`src/rtl/core/afrc_pkg.sv`:
```
// afrc_pkg: shared widths, register indexes, format codes and the
// command/status structs between controller and datapath.
// No dependencies.
package afrc_pkg;

    localparam int RAW_W      = 32;
    localparam int PCM_W      = 16;
    localparam int FMT_W      = 2;
    localparam int RATE_W     = 19;
    localparam int ACC_W      = 20;
    localparam int CHUNK_W    = 16;
    localparam int CFG_IDX_W  = 3;
    localparam int CFG_DATA_W = 19;

    localparam int MAX_REPEAT_DEF = 16;

    // sample formats
    localparam logic [FMT_W-1:0] FMT_F32 = 2'd0;
    localparam logic [FMT_W-1:0] FMT_I16 = 2'd1;
    localparam logic [FMT_W-1:0] FMT_I32 = 2'd2;
    localparam logic [FMT_W-1:0] FMT_I24 = 2'd3;

    // configuration register indexes
    localparam logic [CFG_IDX_W-1:0] REG_SAMPLE_FORMAT = 3'd0;
    localparam logic [CFG_IDX_W-1:0] REG_INPUT_STEREO  = 3'd1;
    localparam logic [CFG_IDX_W-1:0] REG_OUTPUT_STEREO = 3'd2;
    localparam logic [CFG_IDX_W-1:0] REG_INPUT_RATE    = 3'd3;
    localparam logic [CFG_IDX_W-1:0] REG_OUTPUT_RATE   = 3'd4;
    localparam logic [CFG_IDX_W-1:0] REG_CHUNK_FRAMES  = 3'd5;

    // reset values
    localparam logic [FMT_W-1:0]   FMT_RESET   = FMT_F32;
    localparam logic [RATE_W-1:0]  RATE_RESET  = 19'd48000;
    localparam logic [CHUNK_W-1:0] CHUNK_RESET = 16'd960;

    // substitute for a zero output rate
    localparam logic [RATE_W-1:0]  ORATE_ZERO_SUB = 19'd48000;

    typedef logic signed [PCM_W-1:0] t_pcm;

    typedef struct packed {
        logic cap;      // capture input word, start decode
        logic acc_add;  // add output rate into the accumulator
        logic emit;     // load one output frame
    } t_dp_cmd;

    typedef struct packed {
        logic rate_eq;  // effective rates equal
        logic rate_ge;  // accumulator >= input rate
        logic out_free; // output register can take a frame this cycle
    } t_dp_status;

endpackage

```
`src/rtl/core/afrc_if.sv`:
```
// afrc_if: valid/ready channel interfaces for input frames, output frames
// and configuration writes. Depends on afrc_pkg.
interface afrc_in_if;
    import afrc_pkg::*;
    logic             valid;
    logic             ready;
    logic [RAW_W-1:0] raw_left;
    logic [RAW_W-1:0] raw_right;
    logic             silent;
    modport source (output valid, raw_left, raw_right, silent, input ready);
    modport sink   (input valid, raw_left, raw_right, silent, output ready);
endinterface

interface afrc_out_if;
    import afrc_pkg::*;
    logic valid;
    logic ready;
    t_pcm pcm_left;
    t_pcm pcm_right;
    logic chunk_end;
    modport source (output valid, pcm_left, pcm_right, chunk_end, input ready);
    modport sink   (input valid, pcm_left, pcm_right, chunk_end, output ready);
endinterface

interface afrc_cfg_if;
    import afrc_pkg::*;
    logic                  valid;
    logic                  ready;
    logic [CFG_IDX_W-1:0]  index;
    logic [CFG_DATA_W-1:0] data;
    modport source (output valid, index, data, input ready);
    modport sink   (input valid, index, data, output ready);
endinterface

```
`src/rtl/core/audio_format_rate_chunker.sv`:
```
// Audio format converter and zero-order-hold rate chunker, top level.
// Each input word passes, from its accept to the next accept, through the
// accept, the decode lanes (unpack, multiply by 32767, round and clamp), a
// step of the rate accumulator, then n output words (n from 0 to MAX_REPEAT),
// each through the single output register, and a final check that no further
// word is due. While the sink stalls the output register, the next word is
// held back. Input is
// accepted only between items; the last output word may still wait in the
// output register while the next input word is taken. Configuration writes
// are taken every cycle and must be made while the block is idle. Depends on
// afrc_pkg, afrc_if, afrc_ctrl and afrc_datapath.
module audio_format_rate_chunker #(
    parameter int MAX_REPEAT = afrc_pkg::MAX_REPEAT_DEF
) (
    input  logic        i_clk,
    input  logic        i_rst_n,
    afrc_in_if.sink     i_in,
    afrc_out_if.source  o_out,
    afrc_cfg_if.sink    i_cfg
);
    import afrc_pkg::*;

    t_dp_cmd    cmd;
    t_dp_status status;
    logic       in_ready;

    assign i_in.ready = in_ready;

    afrc_ctrl #(
        .MAX_REPEAT (MAX_REPEAT)
    ) u_ctrl (
        .i_clk      (i_clk),
        .i_rst_n    (i_rst_n),
        .i_in_valid (i_in.valid),
        .o_in_ready (in_ready),
        .i_status   (status),
        .o_cmd      (cmd)
    );

    afrc_datapath u_dp (
        .i_clk       (i_clk),
        .i_rst_n     (i_rst_n),
        .i_raw_left  (i_in.raw_left),
        .i_raw_right (i_in.raw_right),
        .i_silent    (i_in.silent),
        .i_cmd       (cmd),
        .o_status    (status),
        .i_cfg       (i_cfg),
        .o_out       (o_out)
    );

endmodule

```
`src/rtl/core/afrc_dec_lane.sv`:
```
// afrc_dec_lane: three-stage decoder of one raw channel word to int16
// (unpack, multiply by 32767, round-half-even and clamp). Depends on afrc_pkg.
module afrc_dec_lane (
    input  logic                          i_clk,
    input  logic [afrc_pkg::RAW_W-1:0]    i_raw,
    input  logic [afrc_pkg::FMT_W-1:0]    i_fmt,
    output afrc_pkg::t_pcm                o_sample
);
    import afrc_pkg::*;

    localparam int MAG_W  = 31;
    localparam int SH_W   = 8;
    localparam int PROD_W = 46;
    localparam int QMAG_W = PCM_W - 1;
    localparam logic [QMAG_W-1:0] SCALE = 15'd32767;

    localparam logic [1:0] SP_NONE = 2'd0;
    localparam logic [1:0] SP_ZERO = 2'd1;
    localparam logic [1:0] SP_POS  = 2'd2;
    localparam logic [1:0] SP_NEG  = 2'd3;

    logic [7:0]        exp_f;
    logic [22:0]       frac_f;
    logic [15:0]       mag16;
    logic [23:0]       mag24;
    logic [31:0]       mag32;
    logic              n_neg;
    logic [MAG_W-1:0]  n_mag;
    logic [SH_W-1:0]   n_sh;
    logic [1:0]        n_sp;

    logic              r_neg1, r_neg2;
    logic [MAG_W-1:0]  r_mag;
    logic [SH_W-1:0]   r_sh1, r_sh2;
    logic [1:0]        r_sp1, r_sp2;
    logic [PROD_W-1:0] r_prod;
    t_pcm              r_sample;

    logic [PROD_W-1:0] q, q_rnd, guard_vec, low_mask;
    logic              guard, sticky, round_up;
    logic [QMAG_W-1:0] q_sat;
    t_pcm              n_sample;

    assign exp_f  = i_raw[30:23];
    assign frac_f = i_raw[22:0];

    // stage 1: sign, magnitude, shift and the saturating/zero cases
    always_comb begin
        n_neg = 1'b0;
        n_mag = '0;
        n_sh  = 8'd15;
        n_sp  = SP_NONE;
        mag16 = 16'd0 - i_raw[15:0];
        mag24 = 24'd0 - i_raw[31:8];
        mag32 = 32'd0 - i_raw;
        unique case (i_fmt)
            FMT_F32: begin
                n_neg = i_raw[31];
                if (exp_f == 8'hFF && frac_f != 23'd0) begin
                    n_sp = SP_ZERO;
                end else if (exp_f >= 8'd127) begin
                    n_sp = i_raw[31] ? SP_NEG : SP_POS;
                end else if (exp_f == 8'd0) begin
                    n_mag = MAG_W'(frac_f);
                    n_sh  = 8'd149;
                end else begin
                    n_mag = MAG_W'({1'b1, frac_f});
                    n_sh  = 8'd150 - exp_f;
                end
            end
            FMT_I16: begin
                n_neg = i_raw[15];
                n_sh  = 8'd15;
                n_mag = i_raw[15] ? MAG_W'(mag16) : MAG_W'(i_raw[15:0]);
                if (i_raw[15:0] == 16'h8000) n_sp = SP_NEG;
            end
            FMT_I32: begin
                n_neg = i_raw[31];
                n_sh  = 8'd31;
                n_mag = i_raw[31] ? mag32[MAG_W-1:0] : i_raw[MAG_W-1:0];
                if (i_raw == 32'h8000_0000) n_sp = SP_NEG;
            end
            FMT_I24: begin
                n_neg = i_raw[31];
                n_sh  = 8'd23;
                n_mag = i_raw[31] ? MAG_W'(mag24) : MAG_W'(i_raw[31:8]);
                if (i_raw[31:8] == 24'h80_0000) n_sp = SP_NEG;
            end
        endcase
    end

    always_ff @(posedge i_clk) begin
        r_neg1 <= n_neg;
        r_mag  <= n_mag;
        r_sh1  <= n_sh;
        r_sp1  <= n_sp;
        // stage 2
        r_prod <= PROD_W'(r_mag) * PROD_W'(SCALE);
        r_neg2 <= r_neg1;
        r_sh2  <= r_sh1;
        r_sp2  <= r_sp1;
        // stage 3
        r_sample <= n_sample;
    end

    // stage 3: round half to even at bit r_sh2, clamp to 32767
    always_comb begin
        q         = r_prod >> r_sh2;
        guard_vec = r_prod >> (r_sh2 - 8'd1);
        guard     = guard_vec[0];
        low_mask  = (PROD_W'(1) << (r_sh2 - 8'd1)) - PROD_W'(1);
        sticky    = |(r_prod & low_mask);
        round_up  = guard & (sticky | q[0]);
        q_rnd     = q + PROD_W'(round_up);
        q_sat     = (q_rnd > PROD_W'(SCALE)) ? SCALE : q_rnd[QMAG_W-1:0];
        unique case (r_sp2)
            SP_NONE: n_sample = r_neg2 ? -t_pcm'({1'b0, q_sat}) : t_pcm'({1'b0, q_sat});
            SP_ZERO: n_sample = '0;
            SP_POS:  n_sample = t_pcm'({1'b0, SCALE});
            SP_NEG:  n_sample = t_pcm'({1'b1, {QMAG_W{1'b0}}});
        endcase
    end

    assign o_sample = r_sample;

endmodule

```
`src/rtl/core/afrc_datapath.sv`:
```
// afrc_datapath: configuration registers, input capture, two decode lanes,
// rate accumulator, chunk counter and output register.
// Depends on afrc_pkg, afrc_if and afrc_dec_lane.
module afrc_datapath (
    input  logic                        i_clk,
    input  logic                        i_rst_n,
    input  logic [afrc_pkg::RAW_W-1:0]  i_raw_left,
    input  logic [afrc_pkg::RAW_W-1:0]  i_raw_right,
    input  logic                        i_silent,
    input  afrc_pkg::t_dp_cmd           i_cmd,
    output afrc_pkg::t_dp_status        o_status,
    afrc_cfg_if.sink                    i_cfg,
    afrc_out_if.source                  o_out
);
    import afrc_pkg::*;

    logic [FMT_W-1:0]   r_fmt;
    logic               r_in_stereo, r_out_stereo;
    logic [RATE_W-1:0]  r_irate, r_orate;
    logic [CHUNK_W-1:0] r_chunk;

    logic [RAW_W-1:0]   r_raw_l, r_raw_r;
    logic               r_silent;

    logic [ACC_W-1:0]   r_accum, n_accum;
    logic [CHUNK_W-1:0] r_fill, n_fill;

    t_pcm               r_pcm_l, r_pcm_r;
    logic               r_end;
    logic               r_out_valid;

    t_pcm               dec_l, dec_r, smp_l, smp_r;
    logic [RATE_W-1:0]  irate, orate;
    logic [CHUNK_W-1:0] chunk;
    logic [ACC_W:0]     acc_sum;
    logic [CHUNK_W-1:0] fill_inc;
    logic               frame_end;
    logic               cfg_wr;

    assign i_cfg.ready = 1'b1;
    assign cfg_wr      = i_cfg.valid;

    always_ff @(posedge i_clk) begin
        if (!i_rst_n) begin
            r_fmt        <= FMT_RESET;
            r_in_stereo  <= 1'b1;
            r_out_stereo <= 1'b1;
            r_irate      <= RATE_RESET;
            r_orate      <= RATE_RESET;
            r_chunk      <= CHUNK_RESET;
        end else if (cfg_wr) begin
            unique case (i_cfg.index)
                REG_SAMPLE_FORMAT: r_fmt        <= i_cfg.data[FMT_W-1:0];
                REG_INPUT_STEREO:  r_in_stereo  <= i_cfg.data[0];
                REG_OUTPUT_STEREO: r_out_stereo <= i_cfg.data[0];
                REG_INPUT_RATE:    r_irate      <= i_cfg.data[RATE_W-1:0];
                REG_OUTPUT_RATE:   r_orate      <= i_cfg.data[RATE_W-1:0];
                REG_CHUNK_FRAMES:  r_chunk      <= i_cfg.data[CHUNK_W-1:0];
                default: ;
            endcase
        end
    end

    always_ff @(posedge i_clk) begin
        if (i_cmd.cap) begin
            r_raw_l  <= i_raw_left;
            r_raw_r  <= i_raw_right;
            r_silent <= i_silent;
        end
    end

    afrc_dec_lane u_lane_l (
        .i_clk    (i_clk),
        .i_raw    (r_raw_l),
        .i_fmt    (r_fmt),
        .o_sample (dec_l)
    );

    afrc_dec_lane u_lane_r (
        .i_clk    (i_clk),
        .i_raw    (r_raw_r),
        .i_fmt    (r_fmt),
        .o_sample (dec_r)
    );

    assign smp_l = r_silent ? '0 : dec_l;
    assign smp_r = (r_silent || !r_out_stereo) ? '0 : (r_in_stereo ? dec_r : dec_l);

    // effective rates and chunk size
    assign irate = (r_irate == '0) ? RATE_W'(1) : r_irate;
    assign orate = (r_orate == '0) ? ORATE_ZERO_SUB : r_orate;
    assign chunk = (r_chunk == '0) ? CHUNK_W'(1) : r_chunk;

    assign acc_sum   = {1'b0, r_accum} + (ACC_W + 1)'(orate);
    assign fill_inc  = r_fill + CHUNK_W'(1);
    assign frame_end = (fill_inc >= chunk) || (fill_inc == '0);

    always_comb begin
        n_accum = r_accum;
        n_fill  = r_fill;
        if (i_cmd.acc_add && (irate != orate)) begin
            n_accum = acc_sum[ACC_W] ? {ACC_W{1'b1}} : acc_sum[ACC_W-1:0];
        end
        if (i_cmd.emit) begin
            if (irate != orate) n_accum = r_accum - ACC_W'(irate);
            n_fill = frame_end ? '0 : fill_inc;
        end
    end

    always_ff @(posedge i_clk) begin
        if (!i_rst_n) begin
            r_accum     <= '0;
            r_fill      <= '0;
            r_out_valid <= 1'b0;
        end else begin
            r_accum <= n_accum;
            r_fill  <= n_fill;
            if (i_cmd.emit) r_out_valid <= 1'b1;
            else if (o_out.ready) r_out_valid <= 1'b0;
        end
    end

    always_ff @(posedge i_clk) begin
        if (i_cmd.emit) begin
            r_pcm_l <= smp_l;
            r_pcm_r <= smp_r;
            r_end   <= frame_end;
        end
    end

    assign o_out.valid     = r_out_valid;
    assign o_out.pcm_left  = r_pcm_l;
    assign o_out.pcm_right = r_pcm_r;
    assign o_out.chunk_end = r_end;

    assign o_status.rate_eq  = (irate == orate);
    assign o_status.rate_ge  = (r_accum >= ACC_W'(irate));
    assign o_status.out_free = !r_out_valid || o_out.ready;

endmodule

```
`src/rtl/core/afrc_ctrl.sv`:
```
// afrc_ctrl: sequencer for one input frame: capture, wait for the decode
// lanes, step the rate accumulator, emit frames. Depends on afrc_pkg.
module afrc_ctrl #(
    parameter int MAX_REPEAT = afrc_pkg::MAX_REPEAT_DEF
) (
    input  logic                  i_clk,
    input  logic                  i_rst_n,
    input  logic                  i_in_valid,
    output logic                  o_in_ready,
    input  afrc_pkg::t_dp_status  i_status,
    output afrc_pkg::t_dp_cmd     o_cmd
);
    import afrc_pkg::*;

    localparam int CNT_W = $clog2(MAX_REPEAT + 1);
    localparam logic [1:0] DEC_WAIT = 2'd2; // wait count in S_DEC while the decode lanes fill

    localparam logic [1:0] S_IDLE = 2'd0;
    localparam logic [1:0] S_DEC  = 2'd1;
    localparam logic [1:0] S_ACC  = 2'd2;
    localparam logic [1:0] S_EMIT = 2'd3;

    logic [1:0]       r_state, n_state;
    logic [1:0]       r_wait, n_wait;
    logic [CNT_W-1:0] r_cnt, n_cnt;
    logic             more;

    // equal rates give exactly one frame; otherwise drain while accum >= rate, up to MAX_REPEAT frames
    assign more = i_status.rate_eq ? (r_cnt == '0)
                                   : ((r_cnt < CNT_W'(MAX_REPEAT)) && i_status.rate_ge);

    assign o_in_ready = (r_state == S_IDLE);

    always_comb begin
        n_state = r_state;
        n_wait  = r_wait;
        n_cnt   = r_cnt;
        o_cmd   = '0;
        unique case (r_state)
            S_IDLE: begin
                if (i_in_valid) begin
                    o_cmd.cap = 1'b1;
                    n_wait    = DEC_WAIT;
                    n_state   = S_DEC;
                end
            end
            S_DEC: begin
                if (r_wait == '0) n_state = S_ACC;
                else n_wait = r_wait - 2'd1;
            end
            S_ACC: begin
                o_cmd.acc_add = 1'b1;
                n_cnt         = '0;
                n_state       = S_EMIT;
            end
            S_EMIT: begin
                if (!more) begin
                    n_state = S_IDLE;
                end else if (i_status.out_free) begin
                    o_cmd.emit = 1'b1;
                    n_cnt      = r_cnt + CNT_W'(1);
                end
            end
        endcase
    end

    always_ff @(posedge i_clk) begin
        if (!i_rst_n) begin
            r_state <= S_IDLE;
            r_wait  <= '0;
            r_cnt   <= '0;
        end else begin
            r_state <= n_state;
            r_wait  <= n_wait;
            r_cnt   <= n_cnt;
        end
    end

endmodule

```
`src/flat_wrapper.sv`:
```
// flat-port wrapper written by rule: the top's interface ports become plain ports
module audio_format_rate_chunker_flat import afrc_pkg::*;
#(
    parameter int MAX_REPEAT = afrc_pkg::MAX_REPEAT_DEF
)
  (i_clk, i_rst_n, i_in_valid, i_in_raw_left, i_in_raw_right, i_in_silent, i_in_ready, o_out_valid, o_out_pcm_left, o_out_pcm_right, o_out_chunk_end, o_out_ready, i_cfg_valid, i_cfg_index, i_cfg_data, i_cfg_ready);
  afrc_in_if i_in_i ();
  afrc_out_if o_out_i ();
  afrc_cfg_if i_cfg_i ();
  input  logic i_clk;
  input  logic i_rst_n;
  input wire logic [$bits(i_in_i.valid)-1:0] i_in_valid;
  input wire logic [$bits(i_in_i.raw_left)-1:0] i_in_raw_left;
  input wire logic [$bits(i_in_i.raw_right)-1:0] i_in_raw_right;
  input wire logic [$bits(i_in_i.silent)-1:0] i_in_silent;
  output wire logic [$bits(i_in_i.ready)-1:0] i_in_ready;
  output wire logic [$bits(o_out_i.valid)-1:0] o_out_valid;
  output wire logic [$bits(o_out_i.pcm_left)-1:0] o_out_pcm_left;
  output wire logic [$bits(o_out_i.pcm_right)-1:0] o_out_pcm_right;
  output wire logic [$bits(o_out_i.chunk_end)-1:0] o_out_chunk_end;
  input wire logic [$bits(o_out_i.ready)-1:0] o_out_ready;
  input wire logic [$bits(i_cfg_i.valid)-1:0] i_cfg_valid;
  input wire logic [$bits(i_cfg_i.index)-1:0] i_cfg_index;
  input wire logic [$bits(i_cfg_i.data)-1:0] i_cfg_data;
  output wire logic [$bits(i_cfg_i.ready)-1:0] i_cfg_ready;
  assign i_in_i.valid = i_in_valid;
  assign i_in_i.raw_left = i_in_raw_left;
  assign i_in_i.raw_right = i_in_raw_right;
  assign i_in_i.silent = i_in_silent;
  assign i_in_ready = i_in_i.ready;
  assign o_out_valid = o_out_i.valid;
  assign o_out_pcm_left = o_out_i.pcm_left;
  assign o_out_pcm_right = o_out_i.pcm_right;
  assign o_out_chunk_end = o_out_i.chunk_end;
  assign o_out_i.ready = o_out_ready;
  assign i_cfg_i.valid = i_cfg_valid;
  assign i_cfg_i.index = i_cfg_index;
  assign i_cfg_i.data = i_cfg_data;
  assign i_cfg_ready = i_cfg_i.ready;
  audio_format_rate_chunker #(.MAX_REPEAT(MAX_REPEAT)) u_core (.i_clk(i_clk), .i_rst_n(i_rst_n), .i_in(i_in_i), .o_out(o_out_i), .i_cfg(i_cfg_i));
endmodule
```
`config.mk`:
```
export PLATFORM = sky130hd
export DESIGN_NAME = audio_format_rate_chunker_flat
export DESIGN_NICKNAME = d
export VERILOG_FILES = /design/src/rtl/core/afrc_pkg.sv /design/src/rtl/core/afrc_if.sv /design/src/rtl/core/audio_format_rate_chunker.sv /design/src/rtl/core/afrc_dec_lane.sv /design/src/rtl/core/afrc_datapath.sv /design/src/rtl/core/afrc_ctrl.sv /design/src/flat_wrapper.sv
export SDC_FILE = /design/constraint.sdc
export NUM_CORES = 2
export LEC_CHECK = 0
export ABC_AREA = 0
export BUFFER_PORTS_ARGS = -buffer_cell sky130_fd_sc_hd__clkbuf_2
export CAP_MARGIN = 25
export CORE_UTILIZATION = 50
export DETAILED_ROUTE_END_ITERATION = 16
export PLACE_DENSITY = 0.68
export SETUP_SLACK_MARGIN = 0.15
export SLEW_MARGIN = 20
export SYNTH_ARGS = -nofsm -noshare
export SYNTH_HDL_FRONTEND = slang
export SYNTH_SLANG_ARGS = --single-unit
```
`constraint.sdc`:
```
create_clock -name i_clk -period 9.87 [get_ports i_clk]
set_input_delay 0.4935 -clock i_clk [delete_from_list [all_inputs] [get_ports i_clk]]
set_output_delay 0.4935 -clock i_clk [all_outputs]
set_load 0.1 [all_outputs]
```
Yosys cells after proc, flatten, opt, wreduce, memory -nomap -nowiden:

Index checks and enable logic that the tools add are counted.

* add/sub/neg operators: 21
* $mul: 2
* $lt $le $gt $ge: 7
* equality and inequality tests: 33
* shift operators: 6
* multiplexer cells: 72
* bitwise operators: 6
* reduce and logical (&&, ||, !) cells: 39

Operators with widths (count)
* 31-bit one-hot mux with 4 select lines: 2
* 31-bit two-way mux: 6
* 16-bit one-hot mux with 4 select lines: 2
* 16-bit two-way mux: 7
* 24-bit two-way mux: 4
* 46-bit by 1-bit adder with 46-bit output: 2
* 46-bit AND: 2
* 46-bit by 15-bit greater-than comparator with 1-bit output, second input constant: 2
* 31-bit by 15-bit multiplier with 46-bit output, second input constant: 2
* 46-bit OR reduction: 2
* 1-bit by 8-bit left shift with 46-bit output, first input constant: 2
* 46-bit by 8-bit >> shifter with 1-bit output: 2
* 46-bit by 8-bit >> shifter with 46-bit output: 2
* 46-bit by 2-bit subtractor with 46-bit output, second input constant: 2
* 20-bit two-way mux: 4
* 32-bit equality test, second input constant: 2
* 8-bit one-hot mux with 4 select lines: 2
* 1-bit by 31-bit subtractor with 31-bit output, first input constant: 2
* 24-bit equality test, second input constant: 2
* 8-bit two-way mux: 6
* 1-bit by 24-bit subtractor with 24-bit output, first input constant: 2
* 23-bit nonzero test: 2
* 19-bit logical NOT: 2
* 19-bit two-way mux: 2
* 46 further kinds: 121

* flip-flop bits (word level): 432
* input port bits: 92
* output and inout port bits: 36
* word-level logic and storage cells: 222

Logic depth before layout (Yosys ltp):

* depth in word-level cells: 13
* gate-level depth with buffers: 33
* depth with buffers taken out: 27

Cells and area by module:

From an unflattened synthesis, not the netlist that was laid out.

* cell total of the unflattened synthesis: 5853
* area, all modules: 51340.5 um^2

Modules (own cells, without submodules)
* afrc_dec_lane at u_core.u_dp.u_lane_r: times used 1, cells each 2473, area an instance 20637.3 um^2, sequential area each 2302.2 um^2
* afrc_dec_lane at u_core.u_dp.u_lane_l: times used 1, cells each 2269, area an instance 19957.9 um^2, sequential area each 2302.2 um^2
* afrc_datapath: times used 1, cells each 1034, area an instance 10104.7 um^2, sequential area each 4844.6 um^2
* afrc_ctrl: times used 1, cells each 77, area an instance 640.6 um^2, sequential area each 180.2 um^2

Worst setup path after synthesis:

Ideal clock, no wire load.

* path kind: reg-to-reg
* start point: register u_core.u_dp.u_lane_r.r_sh2[1]
* end point: register u_core.u_dp.u_lane_r.r_sample[10], in the netlist u_core.u_dp.u_lane_r.o_sample[10]
* library setup time: 0.086 ns
* data arrival time: 7.147 ns
* required time: 9.784 ns
* slack: 2.636 ns
* stages on the path, launching flop included: 32
* path buffers: 9
* clock period less this slack: 7.234 ns
* cell sequence: dfxtp_1 > buf_6 > buf_6 > inv_1 > buf_2 > buf_1 > ha_1 > clkbuf_1 > clkbuf_1 > buf_2 > clkbuf_1 > a31oi_1 > o32ai_1 > nor3_1 > nor4_4 > ha_1 > o31ai_1 > nor4_4 > nand4_2 > nor4_1 > mux2_2 > nor4_4 > nand4_4 > nor2_4 > buf_6 > and2_1 > ha_1 > nor3b_1 > o211ai_1 > nor3_1 > o21ai_2 > a221oi_2

* word-level cells in the longest chain between the ends: 13
* elaborated cells between the ends (all ways): 15

Ends and longest elaborated chain
* from (decl): RTL line afrc_dec_lane.sv:34 `logic [SH_W-1:0] r_sh1, r_sh2;`
* from (signal assigned): RTL line afrc_dec_lane.sv:100 `r_sh2 <= r_sh1;`
* 8-bit by 1-bit subtractor with 8-bit output: RTL line afrc_dec_lane.sv:109, afrc_dec_lane.sv:111
* 1-bit by 8-bit left shift with 46-bit output: RTL line afrc_dec_lane.sv:111 `low_mask = (PROD_W'(1) << (r_sh2 - 8'd1)) - PROD_W'(1);`
* 46-bit by 2-bit subtractor with 46-bit output: RTL line afrc_dec_lane.sv:111
* 46-bit AND: RTL line afrc_dec_lane.sv:112 `sticky = |(r_prod & low_mask);`
* 46-bit OR reduction: RTL line afrc_dec_lane.sv:112
* 1-bit OR: RTL line afrc_dec_lane.sv:113 `round_up = guard & (sticky | q[0]);`
* 1-bit AND: RTL line afrc_dec_lane.sv:113
* 46-bit by 1-bit adder with 46-bit output *: RTL line afrc_dec_lane.sv:114 `q_rnd = q + PROD_W'(round_up);`
* 46-bit by 15-bit greater-than comparator with 1-bit output: RTL line afrc_dec_lane.sv:115 `q_sat = (q_rnd > PROD_W'(SCALE)) ? SCALE : q_rnd[QMAG_W-1:0];`
* 15-bit two-way mux *: RTL line afrc_dec_lane.sv:115
* 15-bit negation with 16-bit output: RTL line afrc_dec_lane.sv:117 `SP_NONE: n_sample = r_neg2 ? -t_pcm'({1'b0, q_sat}) : t_pcm'({1'b0, q_sat});`
* 16-bit two-way mux *: RTL line afrc_dec_lane.sv:117
* 16-bit one-hot mux with 4 select lines *: RTL line afrc_dec_lane.sv:116 `unique case (r_sp2)`
* net u_core.u_dp.u_lane_r.n_sample[10]: RTL line afrc_dec_lane.sv:42 `t_pcm n_sample;`
* to (signal assigned): RTL line afrc_dec_lane.sv:103 `r_sample <= n_sample;`
* to (decl): RTL line afrc_dec_lane.sv:37 `t_pcm r_sample;`

The timed path passes the listed nets; every way through them passes the cells marked *.
A chain may end at the register's enable or synchronous reset.

Worst setup path in the final report:

* start point: register u_core.u_dp.u_lane_r.r_sh2[0]
* end point: register u_core.u_dp.u_lane_r.r_sample[10], in the netlist u_core.u_dp.u_lane_r.o_sample[10]

The elaborated chain is that of the path after synthesis.

==> results.toml <==
[global_routing]
grt_usage_pct = 31.9
grt_pass1_vias = 43800
grt_overflow = 0
antenna_found_initial = 10
grt_pass1_wl_microns = 258000
grt_max_degree = 103

[die]
dieArea_sq_um = 103000
die_x_microns = 321
start_util_pct = 50.6
core_area_sq_um = 100000
ios = 128
rows = 116
dieHeight_microns = 321

[synth]
postSynthAreaPerCell_sq_um = 8.78
async_flop_share_pct = 0
yosysWarnings = 0
ys.flop_type = "dfxtp_1"
synth_top_area_cell = "fa_1"
post-synth-top-count-cell = "inv_1"
synth-seq-cells = 432
yosysSeqAreaShare_pct = 18.9
yosysTopAreaCellShare_pct = 18.3
synthesis.area_sq_um = 50900
synthTopCellsByArea = "fa_1 (18%), dfxtp_1 (13%), ha_1 (7.0%)"
synth_edf_count = 98
syn_nets = 6628
synthCells = 5789
ys_types = 124
yosys-top-cells-count = "inv_1 (578), fa_1 (464), nand2_1 (435)"

[clocking]
cts_buffers = 50
cts_resized = 0
clockRootBuffer = "clkbuf_16"
clkTransAtPathRegs_ns = 0.06
tritoncts = "built"
ctsHtreeMaxLevel = 2
clk_latency_ns = 0.67
clk_path_buf_depth = 3
cts_setup_buffers = 0
cts_sinks = 432

[hold_path]
hold_class = "in -> reg"
holdPathEnd = "u_core.u_dp.r_raw_l[26]"
hp-start = "i_in_raw_left[26]"
worstHoldPathCells = 1

[critical_path]
critPathRequiredTime_ns = 10.41
cp.arrival_ns = 9.24
cp_max_fo = 36
reg2reg_from = "u_core.u_dp.u_lane_r.r_sh2[0]"
endpoint_kind = "register"
startpoint_type = "register"
critPathKind = "reg -> reg"
rrSetupSlack_ns = 1.17
reg2reg_depth = 25
r2r_end = "u_core.u_dp.u_lane_r.o_sample[10]"

[sta]
drv_slew = 0
hold_viol = 0
tns_ns = 0
fmax_mhz = 115
finalCritPeriodShare_pct = 88.2
slew_headroom_pct = 24.1
fin_crit_ns = 8.70
clock_skew_ns = 0.0740
worst_slew_pin_slew_ns = 1.13
finalSetupViolCount = 0
rsz0062_at_grt = "no"

[placed_design]
place.gp.congestion = 1.03
portBuffers = 126
place_area_sq_um = 52200
dp_cells = 7022
hpwl_microns = 130000

[final_layout]
drive_above_1_share_pct = 8.43
syn_to_final_growth_pct = 7.18
final_area_sq_um = 54500
fin_cells = 7176
fin_nets = 6611

[run_status]
outcome = "completed"

[routing]
wl_per_cell_microns = 23.1
drt-initial-drc-count = 5327
num_vias = 45100
ant_nets = 0
via_per_inst = 6.28
routed_wl_microns = 166000
dr.pass1.iters = 6
drc_errors = 0

[job]
drv_cap = 0
## worst max-delay path by stage
stage	startpoint	endpoint	slack (ns)	depth (start not counted)
global route	u_core.u_dp.u_lane_r.r_sh2[0]	u_core.u_dp.u_lane_r.o_sample[10]	0.81	25
CTS	u_core.u_dp.u_lane_r.r_sh2[0]	u_core.u_dp.u_lane_r.o_sample[10]	1.40	25
finish	u_core.u_dp.u_lane_r.r_sh2[0]	u_core.u_dp.u_lane_r.o_sample[10]	1.17	25
floorplan	u_core.u_dp.u_lane_r.r_sh2[1]	u_core.u_dp.u_lane_r.o_sample[10]	2.64	31
global placement	u_core.u_dp.u_lane_r.r_sh2[0]	u_core.u_dp.u_lane_r.o_sample[10]	1.69	25
detailed placement	u_core.u_dp.u_lane_r.r_sh2[0]	u_core.u_dp.u_lane_r.o_sample[10]	1.38	25
## layer usage
metal  part of all wire [%]  global-route usage (%)  wire [microns]  vias to the layer above
met3                    8.1                    5.17           13500                      424
met1                     43                    44.4           72100                    21800
li1                       -                       -               -                    20700
met4                    3.8                    11.0            6350                        6
met2                     45                    50.1           73900                     2246
met5                  0.024                       0              39                        -
## layout by cell type, fill, tap and decap left out, types with 60 or more instances in the layout
cell type	count
inv_1	578
fa_1	464
nand2_1	435
nor2_1	402
dfxtp_1	326
ha_1	282
o21ai_0	258
a21oi_1	217
xnor2_1	203
mux2i_1	164
nor3_1	149
clkbuf_2	126
nand3_1	124
o22ai_1	98
edfxtp_1	98
xor2_1	96
nor2b_1	87
a21o_1	77
or3_1	72
o211ai_1	65
buf_4	65
a22oi_1	63
a21boi_0	60
## sequential cells by signal, summed over array words and instances, names as in the netlist, 19 cells and up
name                         cells
u_core.u_dp.r_irate             19
u_core.u_dp.u_lane_r.r_prod     46
u_core.u_dp.u_lane_r.r_mag      31
u_core.u_dp.u_lane_l.r_mag      31
u_core.u_dp.r_raw_r             32
u_core.u_dp.r_accum             20
u_core.u_dp.r_raw_l             32
u_core.u_dp.u_lane_l.r_prod     46
u_core.u_dp.r_orate             19
## cell type report
type | instances | area (sq um)
clock inverters | 27 | 385
repair buffers | 246 | 1680
well taps | 1357 | 1700
diodes | 6 | 15.0
flip-flops and latches | 432 | 9640
fillers | 9307 | 45900
clock buffers | 66 | 1340
multi-input cells | 4454 | 37500
inverters | 588 | 2210
## worst max-delay path, cell delays in order, from the launching register on
cell and delay [ns]:
dfxtp_4 0.73, inv_1 0.23, ha_1 0.65, buf_4 0.38, inv_1 0.42, a211oi_1 0.15, a311o_1 0.35, o211ai_1 0.08
o311ai_1 0.22, nor4_4 0.61, ha_1 0.30, o31ai_1 0.13, nor4_4 0.43, nand4_2 0.26, nor4_1 0.37, mux2_2 0.41
nor4_4 0.32, nand4_4 0.26, nor2_4 0.39, and2_1 0.22, ha_1 0.17, nor3b_1 0.60, o211ai_1 0.25, nor3_1 0.29
o21ai_2 0.09, a221oi_2 0.29
## cell families (layout without fill, tap and decap cells)
logic type,Yosys count,count (layout),synth area share (%)
AO/OA/AOI/OAI,1456,1456,20.4
XOR/XNOR,299,299,5.15
adder cells (fa/ha/maj),748,748,25.2
buffers and inverters,903,927,7.31
flip-flops,432,432,18.9
multiplexers,236,236,5.76
other,1,7,0.00737
AND/OR/NAND/NOR,1714,1714,17.2
## repair_timing
action	4_1_cts	5_1_grt
hold buffers	52	0
endpoints found under the setup margin	0	0
endpoints found under the hold margin	52	0
## through the flow
| stage | setup WS, ns | hold slack, ns | utilization [%] |
|---|---|---|---|
| 2_1_floorplan | 2.64 | 0.310 | - |
| 3_3_place_gp | 1.69 | 0.310 | 52.0 |
| 3_5_place_dp | 1.38 | 0.313 | 52.0 |
| 4_1_cts | 1.40 | 0.0126 | 54.2 |
| 5_1_grt | 0.806 | 0.0269 | 54.3 |
| 6_report | 1.17 | 0.0476 | 54.3 |
Power is not shown: default switching activity piles up to over one toggle a cycle in this logic, so the estimate is an artifact.
